==> src/hw/rtl/gpg_pkg.sv <==
package gpg_pkg;

   localparam int OP_W     = 2;
   localparam int COL_W    = 3;
   localparam int ENT_W    = 4;
   localparam int WORD_W   = 32;
   localparam int CNT_W    = 5;
   localparam int ROW_W    = 32;
   localparam int CFG_W    = 4;

   // digit unit retires this many quotient bits per cycle
   localparam int DIV_STEP   = 4;
   localparam int DIV_CYCLES = ROW_W / DIV_STEP;

   // Q2.30 arithmetic
   localparam int                 Q_FRAC = 30;
   localparam logic signed [31:0] Q_ONE  = 32'sh4000_0000;
   localparam logic signed [31:0] Q_MAX  = 32'sh7fff_ffff;
   localparam logic signed [31:0] Q_MIN  = 32'sh8000_0000;
   localparam logic signed [63:0] Q_HALF = 64'sh0000_0000_2000_0000;

   typedef enum logic [OP_W-1:0] {
      OP_SIZE  = 2'd0,
      OP_ENTRY = 2'd1,
      OP_QUERY = 2'd2
   } op_type;

   typedef enum logic [8:0] {
      ST_IDLE   = 9'b000000001,
      ST_TOTAL  = 9'b000000010,
      ST_CHECK  = 9'b000000100,
      ST_DSTART = 9'b000001000,
      ST_DIV    = 9'b000010000,
      ST_READ   = 9'b000100000,
      ST_MUL    = 9'b001000000,
      ST_EMIT   = 9'b010000000,
      ST_ERR    = 9'b100000000
   } state_type;

endpackage

==> src/hw/rtl/gpg_digit_div.sv <==
module gpg_digit_div import gpg_pkg::*; #(
   parameter int DIV_W = 5
) (
   input  logic             clock,
   input  logic             reset,
   input  logic             start,
   input  logic [ROW_W-1:0] dividend,
   input  logic [DIV_W-1:0] divisor,
   output logic             done,
   output logic [ROW_W-1:0] quotient,
   output logic [DIV_W-1:0] remainder
);
   localparam int CYC_W = (DIV_CYCLES > 1) ? $clog2(DIV_CYCLES) : 1;

   logic             busy_ff, busy_in;
   logic             done_ff, done_in;
   logic [CYC_W-1:0] cyc_ff, cyc_in;
   logic [ROW_W-1:0] quo_ff, quo_in;
   logic [DIV_W-1:0] rem_ff, rem_in;
   logic [ROW_W-1:0] quo_step;
   logic [DIV_W-1:0] rem_step;

   // restoring division, DIV_STEP bits per cycle; remainder stays below divisor
   always_comb begin
      logic [DIV_W:0]   wide_v;
      logic [ROW_W-1:0] quo_v;
      logic [DIV_W-1:0] rem_v;
      quo_v = quo_ff;
      rem_v = rem_ff;
      for (int k = 0; k < DIV_STEP; k++) begin
         wide_v = {rem_v, quo_v[ROW_W-1]};
         quo_v  = {quo_v[ROW_W-2:0], 1'b0};
         if (wide_v >= {1'b0, divisor}) begin
            wide_v   = wide_v - {1'b0, divisor};
            quo_v[0] = 1'b1;
         end
         rem_v = wide_v[DIV_W-1:0];
      end
      quo_step = quo_v;
      rem_step = rem_v;
   end

   always_comb begin
      busy_in = busy_ff;
      done_in = 1'b0;
      cyc_in  = cyc_ff;
      quo_in  = quo_ff;
      rem_in  = rem_ff;
      if (start) begin
         busy_in = 1'b1;
         cyc_in  = '0;
         quo_in  = dividend;
         rem_in  = '0;
      end else if (busy_ff) begin
         quo_in = quo_step;
         rem_in = rem_step;
         cyc_in = cyc_ff + CYC_W'(1);
         if (cyc_ff == CYC_W'(DIV_CYCLES - 1)) begin
            busy_in = 1'b0;
            done_in = 1'b1;
         end
      end
   end

   always_ff @(posedge clock) begin
      if (reset) begin
         busy_ff <= 1'b0;
         done_ff <= 1'b0;
         cyc_ff  <= '0;
      end else begin
         busy_ff <= busy_in;
         done_ff <= done_in;
         cyc_ff  <= cyc_in;
      end
   end

   always_ff @(posedge clock) begin
      quo_ff <= quo_in;
      rem_ff <= rem_in;
   end

   assign done      = done_ff;
   assign quotient  = quo_ff;
   assign remainder = rem_ff;

endmodule
==> config.mk <==
export PLATFORM = sky130hd
export DESIGN_NAME = gpg_digit_div
export DESIGN_NICKNAME = d
export VERILOG_FILES = /design/src/hw/rtl/gpg_pkg.sv /design/src/hw/rtl/gpg_digit_div.sv
export SDC_FILE = /design/constraint.sdc
export NUM_CORES = 1
export LEC_CHECK = 0
export BUFFER_PORTS_ARGS = -buffer_cell sky130_fd_sc_hd__buf_2
export CAP_MARGIN = 5
export CELL_PAD_IN_SITES_DETAIL_PLACEMENT = 0
export CELL_PAD_IN_SITES_GLOBAL_PLACEMENT = 1
export CORE_MARGIN = 2
export CORE_UTILIZATION = 44
export CTS_CLUSTER_SIZE = 10
export DETAILED_ROUTE_END_ITERATION = 16
export PLACE_DENSITY = 0.95
export SETUP_SLACK_MARGIN = 0.02
export SLEW_MARGIN = 20
export SYNTH_ARGS = -nofsm -noshare
export SYNTH_HDL_FRONTEND = slang
export SYNTH_SLANG_ARGS = --single-unit
==> constraint.sdc <==
create_clock -name clock -period 15 [get_ports clock]
set_clock_uncertainty 0.2 [all_clocks]
set_input_delay 0.75 -clock clock [delete_from_list [all_inputs] [get_ports clock]]
set_output_delay 0.75 -clock clock [all_outputs]
set_load 0.01 [all_outputs]
## After elaboration in Yosys (flattened, before gate mapping)

Index checks and enable logic that the tools add are counted.
Widths: inputs -> output; s select.

- Register bits: 42
- Bits in latches: 0
- Bits in writable memories: 0
- Bits in read-only memories: 0
- Input bits: 40
- Output and inout bits: 38
- Logic and storage cells: 33
- Memories kept: 0

- $add $sub $neg: 5
- Multipliers: 0
- Divide/modulo/power cells: 0
- $lt $le $gt $ge: 4
- Equal/unequal tests: 1
- Shift operators: 0
- Mux-type cells: 14
- Bitwise logic cells: 1
- Reductions and logical operators: 3

Operator list:

| cell | count |
|---|---|
| $mux 32 | 2 |
| $ge 6x5->1 | 4 |
| $mux 5 | 4 |
| $sub 5x5->5 | 4 |
| $mux 1 | 8 |
| $add 3x1->3 const B | 1 |
| $eq 3x3->1 const B | 1 |
| $reduce_or 3->1 | 1 |
| $reduce_bool 2->1 | 1 |
| $reduce_or 2->1 | 1 |
| $not 1->1 | 1 |

## Depth between registers and ports, before layout

Gate-level depths: netlist of the first run.

- Depth in word-level cells: 10
- Mapped depth: 31
- Depth with buffers taken out: 30

## Least setup slack after synthesis of the first run

OpenSTA, ideal clock, no wires.

- Path type: input to register
- Start point: input divisor[1]
- End point: register quo_ff[0], in the netlist quotient[0] (data pin)
- Setup time: 0.260 ns
- Arrival: 7.300 ns
- Required time: 14.540 ns
- Path slack: 7.240 ns
- Cell stages on the path: 27
- Path buffers: 1
- Cell sequence: inv_1 -> fa_1 -> a21oi_2 -> o22ai_2 -> or3_1 -> buf_6 -> mux2_2 -> ha_1 -> a41o_1 -> o22a_1 -> a211oi_4 -> mux2_2 -> fa_1 -> nand2b_1 -> a21oi_1 -> o22a_1 -> a211oi_1 -> mux2i_2 -> mux2i_1 -> fa_1 -> a21o_1 -> a21o_1 -> a21o_1 -> a21oi_1 -> o41ai_2 -> a221o_2 -> mux2_2

- Longest elaborated chain between the ends: 10
- Elaborated cells between the ends (all ways): 13
- Classes of those cells: add/sub (3); order compare (4); mux (6)

RTL lines:

| element | line | source |
|---|---|---|
| from (decl) | gpg_digit_div.sv:8 | `input logic [DIV_W-1:0] divisor,` |
| $sub 5x5->5 or $ge 6x5->1 (tied branches) | gpg_digit_div.sv:34, gpg_digit_div.sv:33 |  |
| $mux 5 | gpg_digit_div.sv:33 | `if (wide_v >= {1'b0, divisor}) begin` |
| $sub 5x5->5 or $ge 6x5->1 (tied branches) | gpg_digit_div.sv:34, gpg_digit_div.sv:33 |  |
| $mux 5 | gpg_digit_div.sv:33 |  |
| $sub 5x5->5 or $ge 6x5->1 (tied branches) | gpg_digit_div.sv:34, gpg_digit_div.sv:33 |  |
| $mux 5 | gpg_digit_div.sv:33 |  |
| $ge 6x5->1 (*) | gpg_digit_div.sv:33 |  |
| $mux 1 (*) | gpg_digit_div.sv:33 |  |
| $mux 32 (*) | gpg_digit_div.sv:54 | `end else if (busy_ff) begin` |
| $mux 32 (*) | gpg_digit_div.sv:49 | `if (start) begin` |
| net quo_in[0] | gpg_digit_div.sv:18 | `logic [ROW_W-1:0] quo_ff, quo_in;` |
| to (signal assigned) | gpg_digit_div.sv:78 | `quo_ff <= quo_in;` |
| to (decl) | gpg_digit_div.sv:18 |  |

Mark *: on every way through the listed nets, which the timed path passes. The rest lies on a longest branch. The select of a mux whose other input is x is not followed.
A chain may end at the register's enable or synchronous reset.

## Final worst setup path of the first run

Ends and elaborated chain as after synthesis.

==> results of run 1 <==
## layout make-up
| cell class | instances | area share (%) |
|---|---|---|
| sequential | 42 | 34.9 |
| timing repair buffer | 77 | 11.6 |
| inverter | 20 | 2.26 |
| clock inverter | 2 | 0.414 |
| tap | 75 | 2.82 |
| clock buffer | 6 | 2.82 |
| multi-input combinational | 159 | 45.2 |
## flip-flops by register name, summed over array words and instances, names as in the netlist
name and count:
busy_ff 1, remainder 5, cyc_ff 3, quotient 32
done 1
## power by group through the flow
stage / combinational (uW) / clock [uW] / sequential (uW)
floorplan: 461 / 0 / 174
global placement: 569 / 0 / 169
detailed placement: 578 / 0 / 169
CTS: 581 / 84.3 / 167
global route: 644 / 90.5 / 170
finish: 581 / 82.8 / 167
## through the flow
| step | total power (uW) | hold WS, ns | utilization (%) | cells | worst slack (ns) |
|---|---|---|---|---|---|
| 3_5_place_dp | 747 | 0.337 | 53.4 | 373 | 6.46 |
| 6_report | 831 | 0.338 | 55.2 | 381 | 6.70 |
| 4_1_cts | 832 | 0.349 | 55.2 | 381 | 6.77 |
| 2_1_floorplan | 635 | 0.297 | - | 229 | 7.24 |
| 5_1_grt | 904 | 0.368 | 55.2 | 381 | 6.22 |
| 3_3_place_gp | 738 | 0.314 | 53.4 | 373 | 6.66 |
## cells in the mapped netlist
cell type,number
sky130_fd_sc_hd__nor3b_1,1
sky130_fd_sc_hd__nand3_1,2
sky130_fd_sc_hd__nor4_1,1
sky130_fd_sc_hd__mux2_2,38
sky130_fd_sc_hd__o22a_1,2
sky130_fd_sc_hd__a221o_2,1
sky130_fd_sc_hd__o41ai_2,1
sky130_fd_sc_hd__nor4b_1,1
sky130_fd_sc_hd__nand3b_1,1
sky130_fd_sc_hd__ha_1,22
sky130_fd_sc_hd__a21oi_2,1
sky130_fd_sc_hd__a21oi_4,1
sky130_fd_sc_hd__xnor2_1,7
sky130_fd_sc_hd__inv_1,20
sky130_fd_sc_hd__mux2i_1,6
sky130_fd_sc_hd__fa_1,4
sky130_fd_sc_hd__o22ai_1,1
sky130_fd_sc_hd__a311oi_1,2
sky130_fd_sc_hd__buf_1,2
sky130_fd_sc_hd__edfxtp_1,32
sky130_fd_sc_hd__nand2_1,8
sky130_fd_sc_hd__nand4b_1,5
sky130_fd_sc_hd__a221oi_4,1
sky130_fd_sc_hd__a21o_1,7
sky130_fd_sc_hd__a211oi_4,1
sky130_fd_sc_hd__nor3_1,6
sky130_fd_sc_hd__buf_6,1
sky130_fd_sc_hd__o311ai_0,3
sky130_fd_sc_hd__o21ai_0,1
sky130_fd_sc_hd__o21a_1,1
sky130_fd_sc_hd__a211oi_1,1
sky130_fd_sc_hd__a21o_2,1
sky130_fd_sc_hd__nand2b_1,2
sky130_fd_sc_hd__a21oi_1,9
sky130_fd_sc_hd__a41o_1,2
sky130_fd_sc_hd__clkbuf_1,5
sky130_fd_sc_hd__mux2i_2,1
sky130_fd_sc_hd__or3_1,1
sky130_fd_sc_hd__or2_2,1
sky130_fd_sc_hd__dfxtp_1,10
sky130_fd_sc_hd__xor2_1,6
sky130_fd_sc_hd__nor2_1,8
sky130_fd_sc_hd__or4b_1,1
sky130_fd_sc_hd__o22ai_2,1
## critical path: cells and delay by family
family	cells	cell delay, ns
AO/OA/AOI/OAI	14	2.73
adder cells (fa/ha/maj)	4	1.75
buffers and inverters	2	0.31
multiplexers	5	1.81
AND/OR/NAND/NOR	3	0.78
## layer usage
layer	global-route usage, %	routed length (um)	share of wire (%)
met1	23.5	2660	43
met2	29.8	2890	47
met3	5.34	488	7.9
met4	5.13	116	1.9
met5	0	0	0
## cell families after synthesis
kind of cell	Yosys count
flip-flops	42
AND/OR/NAND/NOR	38
buffers and inverters	28
multiplexers	45
AO/OA/AOI/OAI	37
adder cells (fa/ha/maj)	26
XOR/XNOR	13
## how the worst min path moves through the flow
stage	from	to	slack, ns	depth (start not counted)
2_1_floorplan	cyc_ff[1]$_SDFFE_PP0P_	cyc_ff[1]$_SDFFE_PP0P_	0.30	2
3_3_place_gp	cyc_ff[1]$_SDFFE_PP0P_	cyc_ff[1]$_SDFFE_PP0P_	0.31	2
3_5_place_dp	cyc_ff[2]$_SDFFE_PP0P_	cyc_ff[2]$_SDFFE_PP0P_	0.34	2
4_1_cts	cyc_ff[2]$_SDFFE_PP0P_	cyc_ff[2]$_SDFFE_PP0P_	0.35	2
5_1_grt	cyc_ff[0]$_SDFFE_PP0P_	cyc_ff[0]$_SDFFE_PP0P_	0.37	2
6_report	cyc_ff[2]$_SDFFE_PP0P_	cyc_ff[2]$_SDFFE_PP0P_	0.34	2
==> results summary, run 1 <==
At the pin with the least slew margin, the transition time is 0.945 ns. The count of nets after finishing is 371. The first global-routing pass estimated 10300 um of wire.

Based on the critical path, the design can be clocked at up to 121 MHz. In the global route stage, overall resource usage came out at 18.2%. The count of input and output buffers came out at 77.

Summed over all layers, the routed wires come to 6160 um. The number of nets produced by synthesis came out at 295. At the worst endpoint, the arrival time is 8.14 ns. The part of the power in combinational logic came out at 70.0%. The share of synthesized area occupied by flip-flops and latches came out at 41.8%.

Once detailed placement completed, the half-perimeter wirelength came to 4780 um. The maximum net fanout on the critical path is 9. Among all stages on the critical path, the largest delay is contributed by sky130_fd_sc_hd__fa_1.

The DRC violation count after routing came out at 0. The run finished with clean final reports. The total overflow reported by the global router is 0.

The synthesized-area fraction occupied by ao, oa, aoi and oai cells is 11.7%. The post-synthesis cell area came out at 0.00278 mm2. The worst register-to-register path ends at quotient[0]$_DFFE_PP_. The startpoint of the most critical register-to-register path is quotient[31]$_DFFE_PP_. The design area is 0.00333 mm2.

The worst setup path is launched from a primary input. The top cell types in the final layout, fill and taps aside, are sky130_fd_sc_hd__buf_2 (77), sky130_fd_sc_hd__mux2_2 (38), sky130_fd_sc_hd__edfxtp_1 (32), sky130_fd_sc_hd__ha_1 (22), sky130_fd_sc_hd__inv_1 (20). Across all layers, the routed design uses 2085 vias. Dividing the detail-routed via count by the number of cells gives 5.47.

The library cell used most frequently in the layout, excluding fill and tap cells, is sky130_fd_sc_hd__buf_2. The number of iterations in the first detailed-routing pass is 4. The accumulated negative setup slack came out at 0 ns.

The average routed wire per standard cell came out at 16.2 um. The die width came out at 83.5 um. Once the clock tree was built, the setup fixing pass inserted 0 buffers.

At the worst endpoint, the required time is 14.85 ns. The count of mapped cells out of synthesis came out at 229. In the post-synthesis netlist, the biggest area contributors are sky130_fd_sc_hd__edfxtp_1 (35%), sky130_fd_sc_hd__mux2_2 (15%), sky130_fd_sc_hd__ha_1 (9.9%).

The internal portion of total power is 463 uW. The number of max-cap violations is 0. The number of global-route vias before repair is 2118. Entering global routing, the biggest net connects 50 pins.

The sequential group share of total power came out at 20.1%. The repair_antennas step left the layout with diodes totalling 0. The static power due to leakage came out at 0.00150 uW.

Setup violations remaining at the end of the flow were counted as 0. In this run the clock root is driven by a sky130_fd_sc_hd__clkbuf_8. In this run the worst setup path terminates at quotient[0]$_DFFE_PP_. The critical path is of the in2reg type. The adder and majority cell fraction of the synthesized area is 12.8%.

The worst hold-check path type is reg2reg. In this design, the stage delay of the slowest critical-path cell is 0.52 ns. The post-cts sizing count came out at 0. The depth of the most critical reg-to-reg path is 29. The number of antenna violations at the first check in global routing came to 0. TritonCTS built the clock tree. The number of distinct library cell variants in the gate-level netlist after synthesis came out at 44. The post-synthesis share of cell area spent on xor and xnor gates came out at 4.10%.

Dividing the synthesized area by the synthesized cell count gives 12.1 um2. The number of clock buffers added by TritonCTS is 5. After clock tree synthesis, the clock-pin slew on the worst setup and hold paths is 0.09 ns. The power per cell area came out at 250 mW/mm2.

The relative area change from synthesis to final layout came out at 19.8%. The switching power came out at 368 uW. Of the post-synthesis cell area, the dominant cell type holds 34.6%. The initial utilization of the core area, before any placement, comes to 46.1%.

The number of I/O pins is 78. The dominant combinational cell family by area after synthesis is multiplexers. The die area is 0.00697 mm2. The area taken by flip-flops and latches is 0.00116 mm2.

The worst reg-to-reg setup slack came out at 6.89 ns. The kind of capture point of the worst setup path is a flop. The later pin in the worst-skew pair is clocked with a latency of 0.29 ns. The yosys synthesis warning count came out at 0.

The overall die height is 83.5 um. The area share of and/or/nand/nor cells after synthesis is 7.52%. Setup repair after global routing left no endpoint under its margin. In the finished design, the share of the clock period the worst path needs comes to 55.3%. After floorplanning, the core was sized to cover 0.00603 mm2. The multiplexer share of the synthesized area is 18.1%. The clock share of power came out at 10.0%.

The final weighted congestion in routability-driven placement came out at 0.844. The share of cells above drive strength 1 came out at 43.5%. The tree built by TritonCTS fans out to 42 sinks. The number of pins exceeding their max-slew limit in the final report was 0.

The worst-case IR drop observed on VDD is 0.181 mV. The cell accounting for the most synthesized area is sky130_fd_sc_hd__edfxtp_1. The number of endpoints with negative hold slack in the final report was 0.

The count of standard-cell rows is 28. The total placed instance area is 0.00322 mm2. In this run switching power makes up 44.3% of total power. The count of nets left with antenna violations after detail routing is 0. The number of fill cells in the layout is 538. In this run the number of H-tree levels came out at 2. In the final layout, the multi-input gates occupy 0.00151 mm2.

The number of buffers on the longest clock path came out at 2. The critical path startpoint is divisor[1]. After layout, the minimum clock period comes to 8.30 ns.

For this design, the CTS-stage hold fixing added 0 buffers. The headroom to the max-slew limit came out at 37.0%. The count of routing violations after the opening detailed-route iteration came out at 123.

Synthesis inferred 42 register bits.
Note: power is estimated with default switching activity, not from simulation.
==> run 2: changes to the inputs <==
--- a/config.mk
+++ b/config.mk
@@ -10,10 +10,10 @@
 export CELL_PAD_IN_SITES_DETAIL_PLACEMENT = 0
 export CELL_PAD_IN_SITES_GLOBAL_PLACEMENT = 1
 export CORE_MARGIN = 2
-export CORE_UTILIZATION = 44
+export CORE_UTILIZATION = 37
 export CTS_CLUSTER_SIZE = 10
 export DETAILED_ROUTE_END_ITERATION = 16
-export PLACE_DENSITY = 0.95
+export PLACE_DENSITY = 0.87
 export SETUP_SLACK_MARGIN = 0.02
 export SLEW_MARGIN = 20
 export SYNTH_ARGS = -nofsm -noshare
==> constraint.sdc (replaced) <==
create_clock -name clock -period 7.1 [get_ports clock]
set_clock_uncertainty 0.2 [all_clocks]
set_input_delay 0.355 -clock clock [delete_from_list [all_inputs] [get_ports clock]]
set_output_delay 0.355 -clock clock [all_outputs]
set_load 0.01 [all_outputs]
==> results summary, run 2 (synthesis results as in run 1) <==
The depth of the most critical reg-to-reg path came out at 28 (-3.4%). The number of max-cap violations is 0 (unchanged). The number of I/O pins came out at 78 (unchanged).

The worst hold path belongs to the class in2reg. The final total power came out at 2140 uW (+160%). The flow ran to the end, and the final reports show no timing, DRC or antenna violations. The highest clock rate is 143 MHz. The master of the slowest instance on the critical path is sky130_fd_sc_hd__fa_2. The number of buffers on the longest clock path is 2 (unchanged). The detailed placement HPWL came out at 5020 um (+5.1%). The number of pins exceeding their max-slew limit in the final report came to 0 (unchanged).

The number of fill cells in the layout came out at 649 (+21%). The aggregate global-route resource usage is 15.7% (-2.5 points). The overall die height came out at 90.7 um (+8.6%). The final standard cell utilization of the core came out at 50.5% (-4.7 points). The number of endpoints with negative hold slack in the final report came to 0 (unchanged).

The clock buffer count from CTS is 5 (unchanged). The global-route wire length before repair came out at 10400 um (+1.5%). The number of non-filler instances in the completed layout came out at 423 (+11%). The maximum vdd drop came out at 0.448 mV (+150%).

The count of nets left with antenna violations after detail routing came to 0 (unchanged). The die width is 90.7 um (+8.6%). The critical path required time is 6.94 ns (-7.91 ns). The worst slack at placement is -0.0000475 ns (-6.46 ns). The count of routing violations after the opening detailed-route iteration is 78 (-37%). The final wirelength is 6570 um (+6.7%).

The relative area change from synthesis to final layout is 31.9%. The critical path's largest stage delay was 0.41 ns (-0.11 ns). The CTS sink count is 42 (unchanged). The design area came out at 0.00367 mm2 (+10%). The worst setup path is of the reg2reg kind. The via count came out at 2117 (+1.5%). The share of the clock period used by the worst path came out at 98.5%. The post-layout worst setup margin is 0.103 ns (-6.60 ns). The TritonCTS clock tree is done. The cell depth of the worst min-delay path is 2 (unchanged).

The final weighted congestion in routability-driven placement is 0.940 (+11%). The count of final setup violators came out at 0 (unchanged). The data arrival time of the critical path came out at 6.84 ns (-1.30 ns). The count of input and output buffers came out at 77 (unchanged).

The tree is rooted in a sky130_fd_sc_hd__clkbuf_8. The static power due to leakage came out at 0.00161 uW (+7.8%). The number of global-route vias before repair came out at 2086 (-1.5%). The maximum net fanout on the critical path was 5 (-4).

The total overflow reported by the global router is 0 (unchanged). The number of levels in the clock H-tree came to 2 (unchanged). The number of cells in the design after placement came to 407 (+9.1%). The die area is 0.00822 mm2 (+18%). The effective utilization at floorplan is 38.3% (-7.8 points). The count of nets after finishing came out at 389 (+4.9%).

The maximum number of pins on one net before global-route repair was 50 (unchanged). The insertion delay to the later sink of the worst-skew pair was 0.29 ns (about the same). STA classifies the critical path startpoint as a flop.

The power per cell area is 585 mW/mm2 (+130%). The antenna diode count is 0 (unchanged). The total placed instance area is 0.00337 mm2 (+4.7%). The slew of the pin with the lowest slew margin is 0.936 ns (-0.00882 ns). The number of antenna violations at the first check in global routing came out at 0 (unchanged). The combined area of the multi-input logic cells came out at 0.00164 mm2 (+9.1%). The count of standard-cell rows came out at 31 (+11%).

The share of cells above drive strength 1 came out at 53.4% (+9.9 points). STA classifies the critical path endpoint as a flop. The DRC violation count after routing came to 0 (unchanged).

Setup repair after global routing could not meet its margin everywhere. The average routed wire per standard cell came out at 15.5 um (-3.9%). The clock-pin slew on the worst setup and hold paths was 0.08 ns (about the same).

The clock period minus final worst setup slack is 7.00 ns. The ratio of routed vias to standard cells was 5.00 (-8.5%). The flip-flop count of the largest register after layout came out at 32 (unchanged). The area taken by flip-flops and latches is 0.00116 mm2 (unchanged). The library cells used most frequently in the layout, excluding fill and tap cells, are sky130_fd_sc_hd__buf_2 (77), sky130_fd_sc_hd__mux2_2 (34), sky130_fd_sc_hd__edfxtp_1 (32), sky130_fd_sc_hd__ha_1 (18), sky130_fd_sc_hd__buf_4 (18). The headroom to the max-slew limit came out at 37.6% (+0.59 points).

The number of iterations in the first detailed-routing pass is 4 (unchanged). Leaving out fill and tap cells, the most frequent cell in the layout is sky130_fd_sc_hd__buf_2. The area of the core is 0.00725 mm2 (+20%).
-- run 2: changes by cell type in the layout (fill, tap and decap cells not counted), sizes merged --
cell / before / now
buf: 77 / 95
bufinv: 0 / 2
clkinv: 1 / 0
inv: 21 / 20
-- run 2: cell type report --
type | instances | share of cell area [%]
clock buffers | 6 | 2.25
clock inverters | 2 | 1.64
inverters | 20 | 2.05
multi-input cells | 159 | 44.8
flip-flops and latches | 42 | 31.7
well taps | 99 | 3.38
repair buffers | 95 | 14.2
-- run 2: power by group --
part	internal, uW	switching [uW]
sequential	322	31.4
combinational	791	768
clock	150	81.3
total	1260	881
-- run 2: worst paths after layout --
kind	slack, ns	startpoint	end
setup / recovery	0.10	quotient[31]$_DFFE_PP_	quotient[0]$_DFFE_PP_
hold / removal	0.09	reset	cyc_ff[0]$_SDFFE_PP0P_
setup reg to reg	0.10	quotient[31]$_DFFE_PP_	quotient[0]$_DFFE_PP_
hold reg to reg	0.33	cyc_ff[1]$_SDFFE_PP0P_	cyc_ff[1]$_SDFFE_PP0P_
-- run 2: per-layer routing --
layer	part of all wire [%]	up-vias	global-route usage, %
met5	0	-	0
met3	3.2	5	2.17
met4	0.55	0	2.82
met2	52	41	27.0
met1	44	1027	21.4
li1	-	1044	-
-- run 2: critical path: cells and delay by family, from the launching register on --
family,cells,cell delay (ns)
AOI/OAI and AO/OA,14,2.48
adders and majority gates,5,1.44
buffers and inverters,2,0.14
DFF,1,0.40
muxes,5,1.57
and+or+nand+nor,2,0.53
-- run 2: per-stage QoR --
stage / TNS, ns / hold slack, ns
after floorplan: -0.118 / 0.227
after global placement: 0 / 0.315
after detailed placement: -0.0000475 / 0.324
after CTS: 0 / 0.0846
after global routing: -1.02 / 0.0974
final: 0 / 0.0942
-- run 2: timing repair --
item	CTS	global route
resized for setup	2	18
pin swaps	0	12
cloned	0	0
endpoints found under the setup margin	1	6
buffers inserted	1	7
hold buffers	0	0
